File: config.mk
export PLATFORM = sky130hd
export DESIGN_NAME = ico_directory_parser
export DESIGN_NICKNAME = d
export VERILOG_FILES = /design/src/sv/icodp_pkg.sv /design/src/sv/icodp_parser.sv /design/src/sv/icodp_out_buf.sv /design/src/sv/ico_directory_parser.sv
export SDC_FILE = /design/constraint.sdc
export NUM_CORES = 1
export LEC_CHECK = 0
export ABC_AREA = 1
export BUFFER_PORTS_ARGS = -buffer_cell sky130_fd_sc_hd__buf_2
export CORE_MARGIN = 8
export CORE_UTILIZATION = 40
export CTS_CLUSTER_DIAMETER = 150
export DETAILED_ROUTE_END_ITERATION = 16
export PLACE_DENSITY_LB_ADDON = 0.12
export SETUP_SLACK_MARGIN = 0.4
export SKIP_CTS_REPAIR_TIMING = 1
export SYNTH_ARGS = -nofsm -noshare
export SYNTH_HDL_FRONTEND = slang
export SYNTH_SLANG_ARGS = --single-unit
File: constraint.sdc
create_clock -name clk -period 9.3 [get_ports clk]
set_clock_uncertainty 0.1 [all_clocks]
set_input_delay 2.325 -clock clk [delete_from_list [all_inputs] [get_ports clk]]
set_output_delay 2.325 -clock clk [all_outputs]
set_load 0.02 [all_outputs]
File: src/sv/icodp_pkg.sv
package icodp_pkg;

  typedef enum logic [1:0] {
    PH_IDLE,
    PH_HEADER,
    PH_ENTRIES
  } phase_t;

  localparam logic [2:0] ST_OK         = 3'd0;
  localparam logic [2:0] ST_BAD_HEADER = 3'd1;
  localparam logic [2:0] ST_NO_IMAGES  = 3'd2;
  localparam logic [2:0] ST_TRUNCATED  = 3'd3;
  localparam logic [2:0] ST_OUT_BOUNDS = 3'd4;

  localparam int unsigned HdrLen   = 6;
  localparam int unsigned EntryLen = 16;

  typedef struct packed {
    logic [7:0] data_byte;
    logic       file_start;
  } in_word_t;

  typedef struct packed {
    logic [2:0]  status;
    logic [15:0] num_images;
    logic [15:0] chosen_index;
    logic [8:0]  chosen_width;
    logic [8:0]  chosen_height;
    logic [15:0] chosen_depth;
    logic [31:0] chosen_offset;
    logic [31:0] chosen_length;
  } out_word_t;

  // width or height byte of zero stands for 256
  function automatic logic [8:0] dim_decode(input logic [7:0] b);
    dim_decode = (b == 8'd0) ? 9'd256 : {1'b0, b};
  endfunction

endpackage

File: src/sv/icodp_parser.sv
module icodp_parser (
  input  logic                clk,
  input  logic                rst,
  input  logic                accept,
  input  icodp_pkg::in_word_t in_word,
  input  logic [31:0]         file_length,
  output logic                res_valid,
  output icodp_pkg::out_word_t res
);

  // control state
  icodp_pkg::phase_t phase, phase_next;
  logic [20:0] pos, pos_next;
  logic [3:0]  slot, slot_next;
  logic [15:0] cnt, cnt_next;
  logic [15:0] total, total_next;
  logic [16:0] best_area, best_area_next;
  logic [15:0] best_depth, best_depth_next;
  logic [15:0] best_index, best_index_next;
  logic [8:0]  best_width, best_width_next;
  logic [8:0]  best_height, best_height_next;
  logic [31:0] best_offset, best_offset_next;
  logic [31:0] best_length, best_length_next;

  // byte assembly for header / entry, every slot written before it is read
  logic [7:0] asm_bytes [icodp_pkg::EntryLen];

  // view of state after an optional restart on this word
  icodp_pkg::phase_t eff_phase;
  logic [20:0] eff_pos;
  logic [3:0]  eff_slot;
  logic [15:0] eff_cnt, eff_total, eff_depth, eff_index;
  logic [16:0] eff_area;
  logic [8:0]  eff_width, eff_height;
  logic [31:0] eff_offset, eff_length;

  logic        start;
  logic [7:0]  b;
  logic        active, trunc, in_hdr, in_ent;
  logic        hdr_last, hdr_bad;
  logic [15:0] hdr_total;
  logic        ent_last, ent_oob, better, take, done_ok;
  logic [8:0]  ent_w, ent_h;
  logic [15:0] ent_bpp;
  logic [31:0] ent_size, ent_off;
  logic [32:0] ent_end;
  logic [17:0] ent_prod;
  logic [16:0] ent_area;
  logic [15:0] cnt_inc;
  logic        f_trunc, f_bad, f_none, f_oob, f_ok;

  assign start = in_word.file_start;
  assign b     = in_word.data_byte;

  assign eff_phase  = start ? icodp_pkg::PH_HEADER : phase;
  assign eff_pos    = start ? '0 : pos;
  assign eff_slot   = start ? '0 : slot;
  assign eff_cnt    = start ? '0 : cnt;
  assign eff_total  = start ? '0 : total;
  assign eff_area   = start ? '0 : best_area;
  assign eff_depth  = start ? '0 : best_depth;
  assign eff_index  = start ? '0 : best_index;
  assign eff_width  = start ? '0 : best_width;
  assign eff_height = start ? '0 : best_height;
  assign eff_offset = start ? '0 : best_offset;
  assign eff_length = start ? '0 : best_length;

  assign active = accept && (eff_phase != icodp_pkg::PH_IDLE);
  assign trunc  = ({11'd0, eff_pos} >= file_length);
  assign in_hdr = active && !trunc && (eff_phase == icodp_pkg::PH_HEADER);
  assign in_ent = active && !trunc && (eff_phase == icodp_pkg::PH_ENTRIES);

  // header completes on its sixth byte, which is the count's high byte
  assign hdr_last  = (eff_pos == 21'(icodp_pkg::HdrLen - 1));
  assign hdr_total = {b, asm_bytes[4]};
  assign hdr_bad   = ({asm_bytes[1], asm_bytes[0]} != 16'd0) ||
                     ({asm_bytes[3], asm_bytes[2]} != 16'd1);

  // entry completes on its last byte, the top of the offset
  assign ent_last = (eff_slot == 4'(icodp_pkg::EntryLen - 1));
  assign ent_w    = icodp_pkg::dim_decode(asm_bytes[0]);
  assign ent_h    = icodp_pkg::dim_decode(asm_bytes[1]);
  assign ent_bpp  = {asm_bytes[7], asm_bytes[6]};
  assign ent_size = {asm_bytes[11], asm_bytes[10], asm_bytes[9], asm_bytes[8]};
  assign ent_off  = {b, asm_bytes[14], asm_bytes[13], asm_bytes[12]};
  assign ent_end  = {1'b0, ent_off} + {1'b0, ent_size};
  assign ent_oob  = (ent_end > {1'b0, file_length});
  assign ent_prod = ent_w * ent_h;
  assign ent_area = ent_prod[16:0];
  assign better   = (ent_area >= eff_area) && (ent_bpp > eff_depth);
  assign take     = (eff_cnt == 16'd0) || better;
  assign cnt_inc  = eff_cnt + 16'd1;
  assign done_ok  = (cnt_inc == eff_total);

  assign f_trunc = active && trunc;
  assign f_bad   = in_hdr && hdr_last && hdr_bad;
  assign f_none  = in_hdr && hdr_last && !hdr_bad && (hdr_total == 16'd0);
  assign f_oob   = in_ent && ent_last && ent_oob;
  assign f_ok    = in_ent && ent_last && !ent_oob && done_ok;

  // next state
  always_comb begin
    phase_next       = phase;
    pos_next         = pos;
    slot_next        = slot;
    cnt_next         = cnt;
    total_next       = total;
    best_area_next   = best_area;
    best_depth_next  = best_depth;
    best_index_next  = best_index;
    best_width_next  = best_width;
    best_height_next = best_height;
    best_offset_next = best_offset;
    best_length_next = best_length;
    if (accept) begin
      phase_next       = eff_phase;
      pos_next         = eff_pos;
      slot_next        = eff_slot;
      cnt_next         = eff_cnt;
      total_next       = eff_total;
      best_area_next   = eff_area;
      best_depth_next  = eff_depth;
      best_index_next  = eff_index;
      best_width_next  = eff_width;
      best_height_next = eff_height;
      best_offset_next = eff_offset;
      best_length_next = eff_length;
      if (f_trunc) begin
        phase_next = icodp_pkg::PH_IDLE;
      end else if (in_hdr) begin
        pos_next = eff_pos + 21'd1;
        if (hdr_last) begin
          total_next = hdr_total;
          slot_next  = '0;
          if (f_bad || f_none) begin
            phase_next = icodp_pkg::PH_IDLE;
          end else begin
            phase_next = icodp_pkg::PH_ENTRIES;
          end
        end
      end else if (in_ent) begin
        pos_next  = eff_pos + 21'd1;
        slot_next = eff_slot + 4'd1;
        if (ent_last) begin
          if (ent_oob) begin
            phase_next = icodp_pkg::PH_IDLE;
          end else begin
            if (take) begin
              best_index_next  = eff_cnt;
              best_width_next  = ent_w;
              best_height_next = ent_h;
              best_offset_next = ent_off;
              best_length_next = ent_size;
            end
            if (better) begin
              best_area_next  = ent_area;
              best_depth_next = ent_bpp;
            end
            cnt_next = cnt_inc;
            if (done_ok) begin
              phase_next = icodp_pkg::PH_IDLE;
            end
          end
        end
      end
    end
  end

  // result word
  always_comb begin
    res_valid = f_trunc || f_bad || f_none || f_oob || f_ok;
    res       = '0;
    if (f_trunc) begin
      res.status     = icodp_pkg::ST_TRUNCATED;
      res.num_images = eff_total;
    end else if (f_bad) begin
      res.status     = icodp_pkg::ST_BAD_HEADER;
      res.num_images = hdr_total;
    end else if (f_none) begin
      res.status     = icodp_pkg::ST_NO_IMAGES;
      res.num_images = hdr_total;
    end else if (f_oob) begin
      res.status     = icodp_pkg::ST_OUT_BOUNDS;
      res.num_images = eff_total;
    end else if (f_ok) begin
      res.status        = icodp_pkg::ST_OK;
      res.num_images    = eff_total;
      res.chosen_index  = best_index_next;
      res.chosen_width  = best_width_next;
      res.chosen_height = best_height_next;
      res.chosen_depth  = best_depth_next;
      res.chosen_offset = best_offset_next;
      res.chosen_length = best_length_next;
    end
  end

  always_ff @(posedge clk) begin
    if (rst) begin
      phase       <= icodp_pkg::PH_IDLE;
      pos         <= '0;
      slot        <= '0;
      cnt         <= '0;
      total       <= '0;
      best_area   <= '0;
      best_depth  <= '0;
      best_index  <= '0;
      best_width  <= '0;
      best_height <= '0;
      best_offset <= '0;
      best_length <= '0;
    end else begin
      phase       <= phase_next;
      pos         <= pos_next;
      slot        <= slot_next;
      cnt         <= cnt_next;
      total       <= total_next;
      best_area   <= best_area_next;
      best_depth  <= best_depth_next;
      best_index  <= best_index_next;
      best_width  <= best_width_next;
      best_height <= best_height_next;
      best_offset <= best_offset_next;
      best_length <= best_length_next;
    end
  end

  always_ff @(posedge clk) begin
    if (in_hdr) begin
      asm_bytes[{1'b0, eff_pos[2:0]}] <= b;
    end else if (in_ent) begin
      asm_bytes[eff_slot] <= b;
    end
  end

endmodule

File: src/sv/icodp_out_buf.sv
module icodp_out_buf (
  input  logic                 clk,
  input  logic                 rst,
  input  logic                 push,
  input  icodp_pkg::out_word_t push_data,
  output logic                 full,
  output logic                 out_valid,
  input  logic                 out_ready,
  output icodp_pkg::out_word_t out_data
);

  // main output register plus one skid slot
  logic                 skid_valid;
  icodp_pkg::out_word_t skid_data;
  logic                 pop;

  assign pop  = out_valid && out_ready;
  assign full = skid_valid;

  always_ff @(posedge clk) begin
    if (rst) begin
      out_valid  <= 1'b0;
      skid_valid <= 1'b0;
    end else if (skid_valid) begin
      if (pop) begin
        skid_valid <= 1'b0;
      end
    end else if (push) begin
      if (out_valid && !pop) begin
        skid_valid <= 1'b1;
      end else begin
        out_valid <= 1'b1;
      end
    end else if (pop) begin
      out_valid <= 1'b0;
    end
  end

  always_ff @(posedge clk) begin
    if (skid_valid) begin
      if (pop) begin
        out_data <= skid_data;
      end
    end else if (push) begin
      if (out_valid && !pop) begin
        skid_data <= push_data;
      end else begin
        out_data <= push_data;
      end
    end
  end

endmodule

File: src/sv/ico_directory_parser.sv
// Icon file directory parser. Takes one file byte per word, at up to one word
// per clock; the header/entry fields are assembled in place and each entry is
// checked and ranked in the cycle its last byte arrives, so a result word is
// registered from the byte that finishes the directory or fails a
// check. Results sit in a two-deep output register; in_ready drops only while
// both slots hold results that have not been taken. After a result, bytes are
// dropped until a word with file_start set. file_length (cfg_we/cfg_wdata)
// resets to 0 and should be written before the file is streamed.
module ico_directory_parser (
  input  logic                 clk,
  input  logic                 rst,
  input  logic                 in_valid,
  output logic                 in_ready,
  input  icodp_pkg::in_word_t  in_data,
  output logic                 out_valid,
  input  logic                 out_ready,
  output icodp_pkg::out_word_t out_data,
  input  logic                 cfg_we,
  input  logic [31:0]          cfg_wdata
);

  logic [31:0]          file_length;
  logic                 accept;
  logic                 res_valid;
  icodp_pkg::out_word_t res;
  logic                 buf_full;

  always_ff @(posedge clk) begin
    if (rst) begin
      file_length <= '0;
    end else if (cfg_we) begin
      file_length <= cfg_wdata;
    end
  end

  assign in_ready = !buf_full;
  assign accept   = in_valid && in_ready;

  icodp_parser u_parser (
    .clk         (clk),
    .rst         (rst),
    .accept      (accept),
    .in_word     (in_data),
    .file_length (file_length),
    .res_valid   (res_valid),
    .res         (res)
  );

  icodp_out_buf u_out_buf (
    .clk       (clk),
    .rst       (rst),
    .push      (res_valid),
    .push_data (res),
    .full      (buf_full),
    .out_valid (out_valid),
    .out_ready (out_ready),
    .out_data  (out_data)
  );

endmodule

==> results.txt <==
- The die is 304.3 um tall.
- For this run, the leading register cell type out of synthesis is sky130_fd_sc_hd__edfxtp_1.
* Sequential cell area in the final layout: 0.01584 mm^2
- Max cap viols: 0
- For this run, the share of the core covered by cells in the final layout is 45.45%.
* Sinks on Clock Net: 602
- In the routed design, unresolved DRC markers number 0.
* Flops & latches, synth: 602
- The analysis attributes to cell leakage a power of 15.98 nW.
- During I/O placement, the number of pins put on the boundary was 181.
- Count of antenna-violating nets left after detailed routing: 0
* Distinct cells, synth: 49
- Across all layers, the routed design uses 27510 vias.
- CP Max Fanout: 52
* Met3 routing resource usage after global routing: 3.310%
* Iteration count of the initial detailed-routing pass: 5
- In this run the biggest area consumer among cell types represents 34.14% of the synthesized area.
* Fraction of met2 tracks used by global routing: 36.94%
* Startpoint type of the worst setup path: flop
- Global routing used 22.41% of the available tracks.
- For this design the ratio of total power to cell area is 173.8 mW/mm^2.
* Setup Slack @ Placement: 1205 ps
* Number of slew-limit violations in the final report: 0
- Post-synthesis average cell area: 8.225 um^2
* Tcrit/Tclk final: 87.95%
- The routed design has 106100 um of wire.
- Standard cell with the maximum stage delay on the critical path: sky130_fd_sc_hd__buf_4
- Total Die Area: 0.09259 mm^2
- TritonCTS Buffers: 71
* Final hold vios: 0
- Post-synthesis cell area: 0.03324 mm^2
- Dividing the detail-routed via count by the number of cells gives 5.226.
- Most utilized layer in the global route result: met2
* First-pass GRT wire length: 163200 um
- Required time of the critical path: 9650 ps
* CTS tree: yes
- Biggest cell delay along the critical path: 600 ps
- Class of the most critical setup path: reg2reg
- Timing would allow up to 122.3 MHz.
* Share of final-layout standard cells stronger than drive strength 1: 8.659%
* # fillers: 8223
- Maximum number of pins on one net before global-route repair: 223
* Outcome: finished clean
- Final worst path period need: 8179 ps
- Starting utilization of the core area: 40.42%
* Footprint of the multi-input gates: 0.01463 mm^2
- Top cells by area, synth: sky130_fd_sc_hd__edfxtp_1 (34%), sky130_fd_sc_hd__dfxtp_1 (13%), sky130_fd_sc_hd__nand2_1 (10%), sky130_fd_sc_hd__ha_1 (6.0%), sky130_fd_sc_hd__inv_1 (5.6%)
- The die is 304.3 um wide.
* Clock insertion delay at the later pin of the skew report: 610 ps
- After global routing the overflow that remains totals 0.
* Placed wire-length estimate after detailed placement: 71770 um
- STA classifies the critical path endpoint as a flop.
* Cell with the most instances after synthesis: sky130_fd_sc_hd__nand2_1
- Net count after synthesis: 4297
- Setup repair after global routing missed its margin: no
* Yosys top cell by area: sky130_fd_sc_hd__edfxtp_1
- The cell count after synthesis came out at 4042.
- After clock tree synthesis, the clock-pin slew on the worst setup and hold paths is 60 ps.
* Sequential element share of the synthesized area: 47.63%
- Site row count: 105
- Synth cell count leaders: sky130_fd_sc_hd__nand2_1 (895), sky130_fd_sc_hd__inv_1 (497), sky130_fd_sc_hd__nor2_1 (497)
- Area growth syn-to-layout: 12.44%
* EDFF count, synth: 378
- Wire per inst: 20.16 um
- Number of global-route vias before repair: 26960
* Worst path setup slack after routing: 1121 ps
* Global Route met1 Usage: 30.66%
- Placeable core area: 0.08224 mm^2
- Number of buffers on the longest clock path: 3
- Final estimated routing congestion in global placement: 0.9011
- TNS Setup: 0 ps
* Endpoint arrival time on the critical path: 8530 ps
- Initial antenna violation count: 3
- Worst voltage drop across the vdd grid: 0.1283 mV
* Final setup violation count: 0
- Slew at the pin closest to its max-slew limit: 1167 ps
- During synthesis, Yosys emitted a total of 0 warnings.
- DRC violation total after the first TritonRoute iteration: 2108
* Max transition margin: 22.08%
- Buffers placed on the I/O ports in this run total 180.
- Buffer cell driving the clock tree root: sky130_fd_sc_hd__clkbuf_16
* Post-synth ARST share: 0%
* CTS H-Tree Depth: 3
- The path class of the tightest hold or removal check is reg2reg.
- Counting stages on the worst path, the most repeated cell is sky130_fd_sc_hd__nor2_1.
- In the final design database the tool counted 4390 nets.
## flip-flops by register name (all words and copies together), names as in the netlist, 16 cells and up
register and count:
u_out_buf.out_data 133, u_parser.cnt 16, u_parser.best_index 16, file_length 32
u_parser.best_length 32, u_parser.best_area 17, u_parser.pos 21, u_parser.best_depth 16
u_parser.total 16, u_parser.asm_bytes 112, u_parser.best_offset 32, u_out_buf.skid_data 133
## placed cells by master (no fill, tap or decap), types with 5 or more instances in the layout
| cell type | Yosys | layout |
|---|---|---|
| sky130_fd_sc_hd__o21a_1 | 7 | 7 |
| sky130_fd_sc_hd__buf_4 | 3 | 37 |
| sky130_fd_sc_hd__nand2_1 | 895 | 894 |
| sky130_fd_sc_hd__o21ai_0 | 202 | 202 |
| sky130_fd_sc_hd__dfxtp_1 | 224 | 223 |
| sky130_fd_sc_hd__nand4_1 | 67 | 67 |
| sky130_fd_sc_hd__bufinv_16 | 0 | 5 |
| sky130_fd_sc_hd__nor2_1 | 497 | 497 |
| sky130_fd_sc_hd__nand3_1 | 307 | 307 |
| sky130_fd_sc_hd__fa_1 | 50 | 50 |
| sky130_fd_sc_hd__xor2_1 | 38 | 38 |
| sky130_fd_sc_hd__nor3_1 | 41 | 40 |
| sky130_fd_sc_hd__o211ai_1 | 110 | 110 |
| sky130_fd_sc_hd__a21oi_1 | 215 | 215 |
| sky130_fd_sc_hd__buf_2 | 40 | 178 |
| sky130_fd_sc_hd__inv_1 | 497 | 495 |
| sky130_fd_sc_hd__a22oi_1 | 5 | 5 |
| sky130_fd_sc_hd__nor2_2 | 6 | 6 |
| sky130_fd_sc_hd__buf_12 | 0 | 9 |
| sky130_fd_sc_hd__clkbuf_1 | 144 | 25 |
| sky130_fd_sc_hd__nor4_1 | 25 | 25 |
| sky130_fd_sc_hd__a31oi_1 | 6 | 6 |
| sky130_fd_sc_hd__edfxtp_1 | 378 | 378 |
| sky130_fd_sc_hd__clkinv_1 | 4 | 9 |
| sky130_fd_sc_hd__xnor2_1 | 17 | 17 |
| sky130_fd_sc_hd__o21ai_1 | 31 | 31 |
| sky130_fd_sc_hd__inv_2 | 13 | 13 |
| sky130_fd_sc_hd__inv_6 | 0 | 6 |
| sky130_fd_sc_hd__o31ai_1 | 8 | 8 |
| sky130_fd_sc_hd__clkinv_2 | 0 | 5 |
| sky130_fd_sc_hd__clkbuf_16 | 0 | 72 |
| sky130_fd_sc_hd__ha_1 | 159 | 159 |
## worst paths after layout
kind                            start                 endpoint  slack, ps  cells after the start
min reg2reg    u_parser.best_area[10]   u_parser.best_area[10]        360                      2
max          u_parser.asm_bytes[0][3]  u_out_buf.skid_data[36]       1120                     32
max reg2reg  u_parser.asm_bytes[0][3]  u_out_buf.skid_data[36]       1120                     32
min            u_parser.best_area[10]   u_parser.best_area[10]        360                      2
## worst max-delay path, delay by kind of cell (launching register included)
kind	cells	cell delay (ps)
flip-flops	1	580
AND/OR/NAND/NOR	11	1690
adder cells (fa/ha/maj)	6	2580
XOR/XNOR	1	160
AO/OA/AOI/OAI	8	1170
buffers and inverters	6	1650
## power breakdown
part | internal (mW) | leakage, nW | switching, mW | total [mW]
clock | 1.61 | 1.09 | 1.15 | 2.76
sequential | 2.86 | 5.30 | 0.0281 | 2.88
combinational | 0.283 | 9.59 | 0.574 | 0.857
## cell families (layout without fill, tap and decap cells)
logic type | Yosys count | count (layout) | synth area share (%)
buffers and inverters | 719 | 869 | 8.438
XOR/XNOR | 55 | 55 | 1.449
other | 0 | 1 | 0
AND/OR/NAND/NOR | 1856 | 1856 | 23.26
flip-flops | 602 | 602 | 47.63
AO/OA/AOI/OAI | 601 | 601 | 10.22
adder cells (fa/ha/maj) | 209 | 209 | 8.995
## metal layers
metal  vias to the layer above  wire (um)
li1                      13600          -
met1                     13090      49430
met2                       695      48670
met3                       123       5629
met4                         0       2367
met5                         -          0
## per-stage QoR
stage	area [um^2]	hold WS, ps	power (mW)	std cells
floorplan	33240	345.3	3.532	4042
global placement	35120	353.0	3.791	5132
detailed placement	35120	356.5	3.788	5132
CTS	37380	364.8	6.559	5262
global route	37380	383.0	6.783	5262
finish	37380	364.4	6.498	5263
## area by class of cell
class / count / share of cell area (%)
antenna: 1 / 0.006694
clock buffer: 101 / 5.218
clock inverter: 29 / 0.8334
inverter: 514 / 5.208
multi-input combinational: 2721 / 39.14
sequential: 602 / 42.37
tap: 1070 / 3.581
timing repair buffer: 225 / 3.638
No activity file was read; power rests on OpenSTA's default activity.
